`src/rtl/core/assert_macros.svh`:
```
// Assertion helpers for the RTL.
`ifndef ASSERT_MACROS_SVH
`define ASSERT_MACROS_SVH
// Same-cycle check.
`define PLUM_ASSERT(lbl, clk, rstn, prop) \
  lbl: assert property (@(posedge clk) disable iff (!rstn) prop) \
    else $error("plum check failed");
// Check in the cycle after a condition.
`define PLUM_ASSERT_NEXT(lbl, clk, rstn, cond, prop) \
  lbl: assert property (@(posedge clk) disable iff (!rstn) cond |=> prop) \
    else $error("plum check failed");
`endif

```
`src/rtl/core/plum_pkg.sv`:
```
package plum_pkg;
  localparam int unsigned MaxPrefixes = 4;
  localparam int unsigned CfgIdxW     = 4;
  localparam int unsigned CfgRegs     = 8;
  localparam int unsigned CntOutW     = 9;
  localparam logic        SelLen      = 1'b1;
  localparam logic        ModeRelease = 1'b1;
  localparam logic [31:0] AllOnes     = 32'hFFFF_FFFF;

  typedef struct packed {
    logic        mode;
    logic [31:0] addr;
    logic [3:0]  elig;
  } job_t;

  typedef struct packed {
    logic [3:0][31:0] addr;
    logic [3:0][4:0]  len;
  } cfg_t;
endpackage

```
`src/rtl/core/plum_queue.sv`:
```
module plum_queue (
  input  logic           clk_i,
  input  logic           rst_ni,
  input  logic           push_valid_i,
  output logic           push_ready_o,
  input  plum_pkg::job_t push_job_i,
  output logic           pop_valid_o,
  input  logic           pop_ready_i,
  output plum_pkg::job_t pop_job_o
);
  import plum_pkg::*;

  job_t       ent_q [2];
  logic       wp_q, rp_q;
  logic [1:0] cnt_q;
  logic       push, pop;

  assign push_ready_o = cnt_q != 2'd2;
  assign pop_valid_o  = cnt_q != 2'd0;
  assign push         = push_valid_i && push_ready_o;
  assign pop          = pop_valid_o && pop_ready_i;
  assign pop_job_o    = ent_q[rp_q];

  always_ff @(posedge clk_i) begin
    if (push) begin
      ent_q[wp_q] <= push_job_i;
    end
  end

  always_ff @(posedge clk_i or negedge rst_ni) begin
    if (!rst_ni) begin
      wp_q  <= 1'b0;
      rp_q  <= 1'b0;
      cnt_q <= 2'd0;
    end else begin
      if (push) wp_q <= ~wp_q;
      if (pop) rp_q <= ~rp_q;
      cnt_q <= cnt_q + {1'b0, push} - {1'b0, pop};
    end
  end
endmodule

```
`config.mk`:
```
export PLATFORM = sky130hd
export DESIGN_NAME = plum_queue
export DESIGN_NICKNAME = d
export VERILOG_FILES = /design/src/rtl/core/assert_macros.svh /design/src/rtl/core/plum_pkg.sv /design/src/rtl/core/plum_queue.sv
export SDC_FILE = /design/constraint.sdc
export NUM_CORES = 1
export LEC_CHECK = 0
export BUFFER_PORTS_ARGS = -buffer_cell sky130_fd_sc_hd__buf_4
export CAP_MARGIN = 20
export CORE_UTILIZATION = 50
export CTS_BUF_LIST = sky130_fd_sc_hd__clkbuf_4
export DETAILED_ROUTE_END_ITERATION = 8
export PLACE_DENSITY_LB_ADDON = 0.2
export SETUP_SLACK_MARGIN = 0.05
export SYNTH_ARGS = -nofsm -noshare
export SYNTH_HDL_FRONTEND = slang
export SYNTH_SLANG_ARGS = --single-unit
```
`constraint.sdc`:
```
create_clock -name clk_i -period 6.8 [get_ports clk_i]
set_input_delay 0 -clock clk_i [delete_from_list [all_inputs] [get_ports clk_i]]
set_output_delay 0 -clock clk_i [all_outputs]
set_load 0.01 [all_outputs]
```
# Yosys cells after proc, flatten, opt, wreduce, memory -nomap -nowiden
# Memories as Yosys holds them, arrays and structs flattened.
# Cells that the tools add are included.
totals:
  register_bits: 4
  ram_bits: 74
  input_bits: 41
  word_cells: 14
  memories: 1
classes:
  n_addsub: 2
  eq_ne: 1
  muxes: 2
  bitwise_logic: 2
  reduce_logical: 3
memory_table:
  columns: ["memory", "depth", "width", "rd", "rd_clocked_by_memory_dff", "write_ports", "line_no", "source"]
  rows:
  - ["ent_q", 2, 37, 1, 0, 1, "plum_queue.sv:13", "job_t ent_q [2];"]
ops:
  columns: ["op", "count"]
  rows:
  - ["adder 2 x 1 -> 2 bit", 1]
  - ["logical AND 1 bit", 2]
  - ["two-way mux 1 bit", 2]
  - ["inequality test 2 bit (second input constant)", 1]
  - ["NOT 1 bit", 2]
  - ["nonzero test 2 bit", 1]
  - ["subtractor 2 x 1 -> 2 bit", 1]

# Logic depth before layout (Yosys ltp)
# Gate-level depths: netlist (run 1).
logic_depth:
  ltp_word: 4
  mapped_depth: 7
  mapped_depth_nobuf: 7

# Worst setup path after synthesis (run 1)
# Ideal clock, no wire load.
synth_timing:
  path_type: "reg2reg"
  startpoint: "reg cnt_q[1]"
  endpoint: "mem ent_q[0][0] (netlist name), enable pin"
  arrival_time_ps: 2223
  path_slack_ps: 4146
  stages_incl_launch_ff: 4
  path_buffers: 0
  period_less_slack_ps: 2654
  path_cell_list: "dfrtp_1 -> nand2b_1 -> nand2_1 -> nor2_1"
synth_between:
  elab_chain_cells: 4
synth_rtl:
  columns: ["element", "line_no", "source"]
  rows:
  - ["from (decl)", "plum_queue.sv:15", "logic [1:0] cnt_q;"]
  - ["from (signal assigned)", "plum_queue.sv:38", "cnt_q <= cnt_q + {1'b0, push} - {1'b0, pop};"]
  - ["inequality test 2 bit", "plum_queue.sv:18", "assign push_ready_o = cnt_q != 2'd2;"]
  - ["net push_ready_o", "plum_queue.sv:5", "output logic push_ready_o,"]
  - ["logical AND 1 bit", "plum_queue.sv:20", "assign push = push_valid_i && push_ready_o;"]
  - ["two-way mux 1 bit", "plum_queue.sv:25", "if (push) begin"]
  - ["two-way mux 1 bit (implied by the code)", "plum_queue.sv:26", "ent_q[wp_q] <= push_job_i;"]
  - ["to (decl)", "plum_queue.sv:13", null]
# The timed path passes the listed nets, and every way through them passes these cells.

==> impl_metrics.py, run 1 <==
metrics = {
    "timing": {
        "timing.slew.headroom_pct": 28.4,
        "worst-slew-pin-transition_ns": 1.07,
        "final_hold_viol_count": 0,
        "finalSetupTns_ns": 0,
        "clock.fmax_ghz": 0.482,
        "unrepaired_setup_endpoints_after_global_routing": "no",
        "hold_ws_ns": 0.329,
        "skew_ns": 0.00857,
        "min_period_over_period_pct": 30.5,
        "setup_violations": 0,
        "final_period_minus_worst_setup_slack_ns": 2.08,
        "drv_slew": 0,
    },
    "logic_synthesis": {
        "synth_area_leaders": "sky130_fd_sc_hd__edfxtp_1 75%, sky130_fd_sc_hd__mux2_4 10%, sky130_fd_sc_hd__mux2_2 6.5%",
        "avgSynthCellArea_um2": 22.4,
        "synthMostInstantiatedCell": "sky130_fd_sc_hd__edfxtp_1",
        "yosys_register_bits": 78,
        "top_post_synthesis_cells_by_count": "74 x sky130_fd_sc_hd__edfxtp_1, 20 x sky130_fd_sc_hd__mux2_4, 17 x sky130_fd_sc_hd__mux2_2, 4 x sky130_fd_sc_hd__dfrtp_1",
        "sequential_fraction_of_the_synthesis_area_pct": 78.7,
        "synthFlopType": "sky130_fd_sc_hd__edfxtp_1",
        "synth_enable_flop_cells": 74,
        "post_synth_num_cell_types": 16,
        "post-synth-top-area-cell": "sky130_fd_sc_hd__edfxtp_1",
        "syn_inst": 132,
        "syn-cell-area_um2": 2950,
        "ys_async_sr_fraction_pct": 5.13,
        "synth_top_area_share_pct": 75.3,
        "count_of_synthesis_stage_warnings_from_yosys": 0,
        "syn_nets": 175,
    },
    "route": {
        "final_antenna_net_count": 0,
        "postRouteWirelength_um": 5190,
        "routedWlPerCell_um": 15.4,
        "number_of_drc_violations_after_detailed_routing_iteration_0": 105,
        "drtPass1Iterations": 4,
        "avgViaCountPerCell": 4.87,
        "drcViolationCount": 0,
        "vias": 1635,
    },
    "final_layout": {
        "flow.area_growth_from_synthesis_pct": 39.6,
        "antennaDiodeCount": 0,
        "final_cell_count_no_fill": 336,
        "ratio_of_cells_with_drive_above_1_in_the_final_layout_pct": 50.4,
        "n_fill_cell": 358,
        "layout.nets": 302,
    },
    "critical_path": {
        "critPathSlowestCell": "sky130_fd_sc_hd__dfrtp_2",
        "cp_arrival_ns": 2.08,
        "slowest_delay_ns": 1.07,
        "cell_family_with_most_cp_delay": "flip-flops",
        "setup.worst_path.end_class": "output port",
        "worstPathCellList": "mux2_2 > buf_4",
        "timing.critical_path.buf_inv": 1,
        "timing.rr.start": "cnt_q[1]",
        "timing.critical_path.from": "rp_q",
        "cp-start-kind": "flop",
        "cp_max_fo": 38,
        "cp_data_required_time_ns": 6.80,
        "critical_path_class": "reg -> out",
    },
    "floorplan": {
        "die_w_um": 78.8,
        "coreArea_um2": 5610,
        "die_h_um": 78.8,
        "start_util_pct": 52.6,
        "die_area_um2": 6210,
        "row_count": 27,
        "num_io_pins": 80,
    },
    "job": {
        "timing.max_cap.violations": 0,
    },
    "grt": {
        "grt_pass1_vias": 1698,
        "grt_use_total_pct": 17.4,
        "grt_start_max_net_pins": 39,
        "wire_length_of_the_first_global_routing_pass_um": 7780,
        "antenna_found_initial": 0,
        "grt.overflow.total": 0,
    },
    "min_path": {
        "hp-start": "push_job_i[13]",
        "timing.hold.worst.class": "in -> reg",
    },
    "power": {
        "max-vdd-ir-drop_mv": 0.396,
        "total_leakage_power_nw": 1.62,
        "powerDensity_nw_per_um2": 362,
    },
    "clocking": {
        "cts_max_path_buffers": 2,
        "clock_sinks": 78,
        "clock_root_buffer": "sky130_fd_sc_hd__clkbuf_4",
        "cts.reportedPaths.clkPinSlew_ns": 0.11,
        "cts_tree": "done",
        "cts_setup_buffers": 0,
        "worstSkewPairLatency_ns": 0.39,
        "cts.htree.levels": 3,
        "cts-buffers-inserted": 9,
    },
    "place": {
        "final_replace_weighted_congestion": 0.650,
        "port_buffers": 79,
        "placedCellCount": 279,
        "place_hpwl_um": 2920,
    },
    "run_status": {
        "run_status": "finished clean",
    },
}
report_power, final:
| part | internal [W] | switching [W] |
|---|---|---|
| sequential | 0.000659 | 0.0000851 |
| clock | 0.0000747 | 0.000145 |
| combinational | 0.000318 | 0.000211 |
| total | 0.00105 | 0.000441 |
sequential cells by signal (all words and copies together) (netlist names):
signal and count:
cnt_q 2, rp_q 1, wp_q 1, ent_q 74
cells in the final DEF, fill, tap and decap left out, types with 2 or more instances in the layout:
cell type and instances:
sky130_fd_sc_hd__clkbuf_4 10, sky130_fd_sc_hd__clkinv_1 3, sky130_fd_sc_hd__dlygate4sd3_1 41, sky130_fd_sc_hd__mux2_2 17, sky130_fd_sc_hd__clkinv_2 2, sky130_fd_sc_hd__mux2_4 20, sky130_fd_sc_hd__xnor2_1 3, sky130_fd_sc_hd__dfrtp_1 3
sky130_fd_sc_hd__buf_4 79, sky130_fd_sc_hd__ha_1 2, sky130_fd_sc_hd__edfxtp_1 74
per-stage QoR:
step / cell area (um2) / setup slack (ns) / power, W / utilization, %
after CTS: 4120 / 4.71 / 0.00150 / 73.5
after floorplan: 2950 / 4.15 / 0.00105 / -
final: 4120 / 4.72 / 0.00149 / 73.5
after global placement: 3610 / 4.99 / 0.00125 / 64.3
after detailed placement: 3610 / 4.86 / 0.00127 / 64.3
after global routing: 4120 / 4.63 / 0.00156 / 73.5
kinds of logic after synthesis:
group | Yosys count | share of synthesized area (%)
and+or+nand+nor | 6 | 1.19
adders and majority gates | 2 | 0.848
buffers and inverters | 5 | 1.44
muxes | 37 | 16.7
xor gates and xnor gates | 4 | 1.19
DFF | 78 | 78.7
what timing repair did:
item	in CTS	in global routing
resized for setup	0	0
hold endpoints to repair	80	0
hold buffers	41	0
cell type report:
type                    instances  area [um2]  share of cell area (%)
flip-flops and latches         78        2320                    56.4
repair buffers                120        1000                    24.4
multi-input cells              49         596                    14.5
well taps                      72        90.1                    2.19
clock buffers                  10        75.1                    1.82
clock inverters                 6        28.8                   0.698
inverters                       1        3.75                  0.0911
worst register-to-register path, stage by stage, from the launching register on:
cell and delay, ns:
sky130_fd_sc_hd__dfrtp_1 0.42, sky130_fd_sc_hd__nand2b_1 0.14, sky130_fd_sc_hd__nand2_1 0.16, sky130_fd_sc_hd__nor2_4 0.84
routing by layer:
| metal | part of all wire [%] | track usage [%] |
|---|---|---|
| met1 | 41 | 19.6 |
| met2 | 53 | 31.1 |
| met3 | 4.4 | 3.68 |
| met4 | 1.7 | 8.73 |
| met5 | 0 | 0 |
final timing paths:
| check | to | slack (ns) | cells past startpoint |
|---|---|---|---|
| worst max-delay path | pop_job_o[33] | 4.72 | 2 |
| worst min-delay path | ent_q[1][13] | 0.33 | 2 |
| worst max register to register | ent_q[0][11] | 4.85 | 3 |
| worst min register to register | cnt_q[0] | 0.53 | 1 |
| max in group asynchronous | rp_q | 6.10 | 3 |
| min in group asynchronous | wp_q | 0.50 | 3 |
Note: power is estimated with default switching activity, not from simulation.
==> inputs of run 2 (changes only) <==
--- a/config.mk
+++ b/config.mk
@@ -5,9 +5,10 @@
 export SDC_FILE = /design/constraint.sdc
 export NUM_CORES = 1
 export LEC_CHECK = 0
+export ABC_AREA = 1
 export BUFFER_PORTS_ARGS = -buffer_cell sky130_fd_sc_hd__buf_4
 export CAP_MARGIN = 20
-export CORE_UTILIZATION = 50
+export CORE_UTILIZATION = 48
 export CTS_BUF_LIST = sky130_fd_sc_hd__clkbuf_4
 export DETAILED_ROUTE_END_ITERATION = 8
 export PLACE_DENSITY_LB_ADDON = 0.2
==> constraint.sdc (replaced) <==
create_clock -name clk_i -period 1.7 [get_ports clk_i]
set_input_delay 0 -clock clk_i [delete_from_list [all_inputs] [get_ports clk_i]]
set_output_delay 0 -clock clk_i [all_outputs]
set_load 0.01 [all_outputs]
==> run 2 against run 1 <==
Net effect:
- total power rose to 4.2 times the previous value
- register-to-register slack worse by 4.6 ns
- clock power rose to 4.9 times the previous value
- setup slack worse by 4.5 ns
- highest routed layer unchanged
==> impl_metrics.py, run 2 <==
metrics = {
    "run_status": {
        "run_status": "finished clean",
    },
    "logic_synthesis": {
        "synthMostInstantiatedCell": "sky130_fd_sc_hd__nand2_1",
        "syn-cell-area_um2": 2940,
        "top_post_synthesis_cells_by_count": "124 x sky130_fd_sc_hd__nand2_1, 74 x sky130_fd_sc_hd__edfxtp_1, 8 x sky130_fd_sc_hd__inv_1, 4 x sky130_fd_sc_hd__buf_6, 4 x sky130_fd_sc_hd__dfrtp_1",
        "avgSynthCellArea_um2": 13.0,
        "syn_inst": 225,
        "ys_async_sr_fraction_pct": 5.13,
        "post_synth_num_cell_types": 11,
        "synth_enable_flop_cells": 74,
        "syn_nets": 268,
        "count_of_synthesis_stage_warnings_from_yosys": 0,
        "synthFlopType": "sky130_fd_sc_hd__edfxtp_1",
        "sequential_fraction_of_the_synthesis_area_pct": 79.1,
        "post-synth-top-area-cell": "sky130_fd_sc_hd__edfxtp_1",
        "synth_top_area_share_pct": 75.7,
        "yosys_register_bits": 78,
        "synth_area_leaders": "sky130_fd_sc_hd__edfxtp_1 76%, sky130_fd_sc_hd__nand2_1 16%, sky130_fd_sc_hd__dfrtp_1 3.4%",
    },
    "route": {
        "number_of_drc_violations_after_detailed_routing_iteration_0": 90,
        "vias": 1977,
        "drcViolationCount": 0,
        "routedWlPerCell_um": 12.6,
        "postRouteWirelength_um": 5470,
        "drtPass1Iterations": 4,
        "avgViaCountPerCell": 4.56,
        "final_antenna_net_count": 0,
    },
    "clocking": {
        "worstSkewPairLatency_ns": 0.41,
        "clock_sinks": 78,
        "cts_max_path_buffers": 2,
        "clock_root_buffer": "sky130_fd_sc_hd__clkbuf_4",
        "cts.htree.levels": 3,
        "cts-buffers-inserted": 9,
        "cts.reportedPaths.clkPinSlew_ns": 0.12,
        "cts_setup_buffers": 0,
        "cts_tree": "done",
    },
    "place": {
        "place_hpwl_um": 3290,
        "dpl_worst_slack_ns": 0.302,
        "postPlaceCellArea_um2": 3630,
        "final_replace_weighted_congestion": 0.773,
        "port_buffers": 79,
    },
    "grt": {
        "grt_use_total_pct": 18.4,
        "grt.overflow.total": 0,
        "grt_pass1_vias": 1813,
        "wire_length_of_the_first_global_routing_pass_um": 8350,
        "grt_start_max_net_pins": 39,
        "antenna_found_initial": 0,
    },
    "final_layout": {
        "commonest_cells_after_routing_fill_and_taps_aside": "124 x sky130_fd_sc_hd__nand2_1, 82 x sky130_fd_sc_hd__buf_4, 74 x sky130_fd_sc_hd__edfxtp_1",
        "antennaDiodeCount": 0,
        "layout.nets": 397,
        "n_fill_cell": 425,
        "max_flop_register": "ent_q",
        "flow.area_growth_from_synthesis_pct": 42.7,
        "reg.largest.list": "ent_q (74), cnt_q (2)",
        "most_common_cell_after_layout_fill_and_taps_aside": "sky130_fd_sc_hd__nand2_1",
        "ratio_of_cells_with_drive_above_1_in_the_final_layout_pct": 28.7,
        "postLayoutCoreUtil_pct": 70.7,
        "finish.instance_area_um2": 4190,
        "largest_register_ffs": 74,
    },
    "floorplan": {
        "num_io_pins": 80,
        "die_w_um": 80.2,
        "start_util_pct": 49.6,
        "row_count": 28,
        "die_area_um2": 6430,
        "coreArea_um2": 5920,
        "die_h_um": 80.2,
    },
    "critical_path": {
        "worstPathCellList": "inv_4 > buf_12 > nand2_1 > nand2_1 > buf_4",
        "critical_path_class": "reg -> out",
        "cell_family_with_most_cp_delay": "buffers and inverters",
        "setup.worst_path.end_class": "output port",
        "critical-path-top-cell-by-count": "sky130_fd_sc_hd__nand2_1",
        "cp_max_fo": 26,
        "cp-start-kind": "flop",
        "timing.critical_path.from": "rp_q",
        "cp_arrival_ns": 1.47,
        "timing.rr.start": "cnt_q[1]",
        "r2r_setup_slack_ns": 0.29,
        "critPathSlowestCell": "sky130_fd_sc_hd__dfrtp_1",
        "timing.critical_path.buf_inv": 3,
        "slowest_delay_ns": 0.44,
        "cp_data_required_time_ns": 1.70,
    },
    "timing": {
        "drv_slew": 0,
        "timing.final.ws_setup_ns": 0.226,
        "setup_violations": 0,
        "clock.fmax_ghz": 0.678,
        "worst-slew-pin-transition_ns": 0.330,
        "timing.slew.headroom_pct": 78.0,
        "final_hold_viol_count": 0,
        "hold_ws_ns": 0.308,
        "min_period_over_period_pct": 86.7,
        "final_period_minus_worst_setup_slack_ns": 1.47,
        "skew_ns": 0.00648,
        "unrepaired_setup_endpoints_after_global_routing": "no",
        "finalSetupTns_ns": 0,
    },
    "power": {
        "powerDensity_nw_per_um2": 1500,
        "total_leakage_power_nw": 1.82,
        "max-vdd-ir-drop_mv": 0.836,
    },
    "min_path": {
        "timing.hold.worst.class": "in -> reg",
        "hp-start": "push_job_i[24]",
    },
    "job": {
        "timing.max_cap.violations": 0,
    },
}
## run 2: cell types whose count changed in the layout (fill, tap and decap cells not counted), sizes merged, moves of 2 or more
| cell | delta |
|---|---|
| mux2 | -37 |
| clkinvlp | +2 |
| clkinv | -2 |
| buf | +6 |
| nand3 | +3 |
| nand2 | +123 |
| xnor2 | -3 |
| inv | +7 |
## run 2: worst reg2reg max path: stages, from the launching register on
cell	delay [ns]
sky130_fd_sc_hd__dfrtp_1	0.41
sky130_fd_sc_hd__inv_1	0.08
sky130_fd_sc_hd__nand2_1	0.08
sky130_fd_sc_hd__nand2_1	0.09
sky130_fd_sc_hd__inv_1	0.05
sky130_fd_sc_hd__ha_1	0.28
sky130_fd_sc_hd__inv_1	0.06
sky130_fd_sc_hd__ha_1	0.14
sky130_fd_sc_hd__inv_1	0.04
sky130_fd_sc_hd__nand2_1	0.05
sky130_fd_sc_hd__nand2_1	0.04
## run 2: timing repair
item / CTS / global route
resized for setup: 0 / 3
hold endpoints to repair: 80 / 0
hold buffers: 41 / 0
setup endpoints to repair: 0 / 2
## run 2: logic make-up (layout without fill, tap and decap cells)
family | Yosys count | after routing | synth area share [%]
buffers and inverters | 17 | 151 | 3.54
adders and majority gates | 2 | 2 | 0.852
and+or+nand+nor | 128 | 128 | 16.5
DFF | 78 | 78 | 79.1
## run 2: worst paths after layout
path / end / cells after the start
hold / removal: ent_q[0][24] / 2
setup / recovery: pop_job_o[10] / 5
setup reg to reg: cnt_q[1] / 10
hold reg to reg: wp_q / 2
min in group asynchronous: rp_q / 3
max in group asynchronous: wp_q / 3
## run 2: through the flow
stage                     total power, W  std cells
after detailed placement         0.00518        377
after floorplan                  0.00409        225
after global placement           0.00512        377
final                            0.00627        434
after CTS                        0.00633        434
after global routing             0.00669        434
## run 2: area by class of cell
| class | instances | area [um2] | share of cell area (%) |
|---|---|---|---|
| flip-flops and latches | 78 | 2320 | 55.5 |
| multi-input cells | 130 | 517 | 12.3 |
| clock buffers | 10 | 75.1 | 1.79 |
| well taps | 75 | 93.8 | 2.24 |
| clock inverters | 6 | 62.6 | 1.49 |
| inverters | 9 | 40.0 | 0.956 |
| repair buffers | 126 | 1080 | 25.7 |
## run 2: metal layers
layer	track usage [%]	up-vias	share of wire, %
li1	-	1009	-
met1	21.8	899	42
met2	30.7	59	52
met3	4.55	10	4.1
met4	10.4	0	2.2
met5	0	-	0
## run 2: power breakdown
part           internal, W  total [W]  switching, W
Combinational      0.00108    0.00246       0.00138
Clock             0.000460    0.00108      0.000625
Sequential         0.00262    0.00273      0.000112
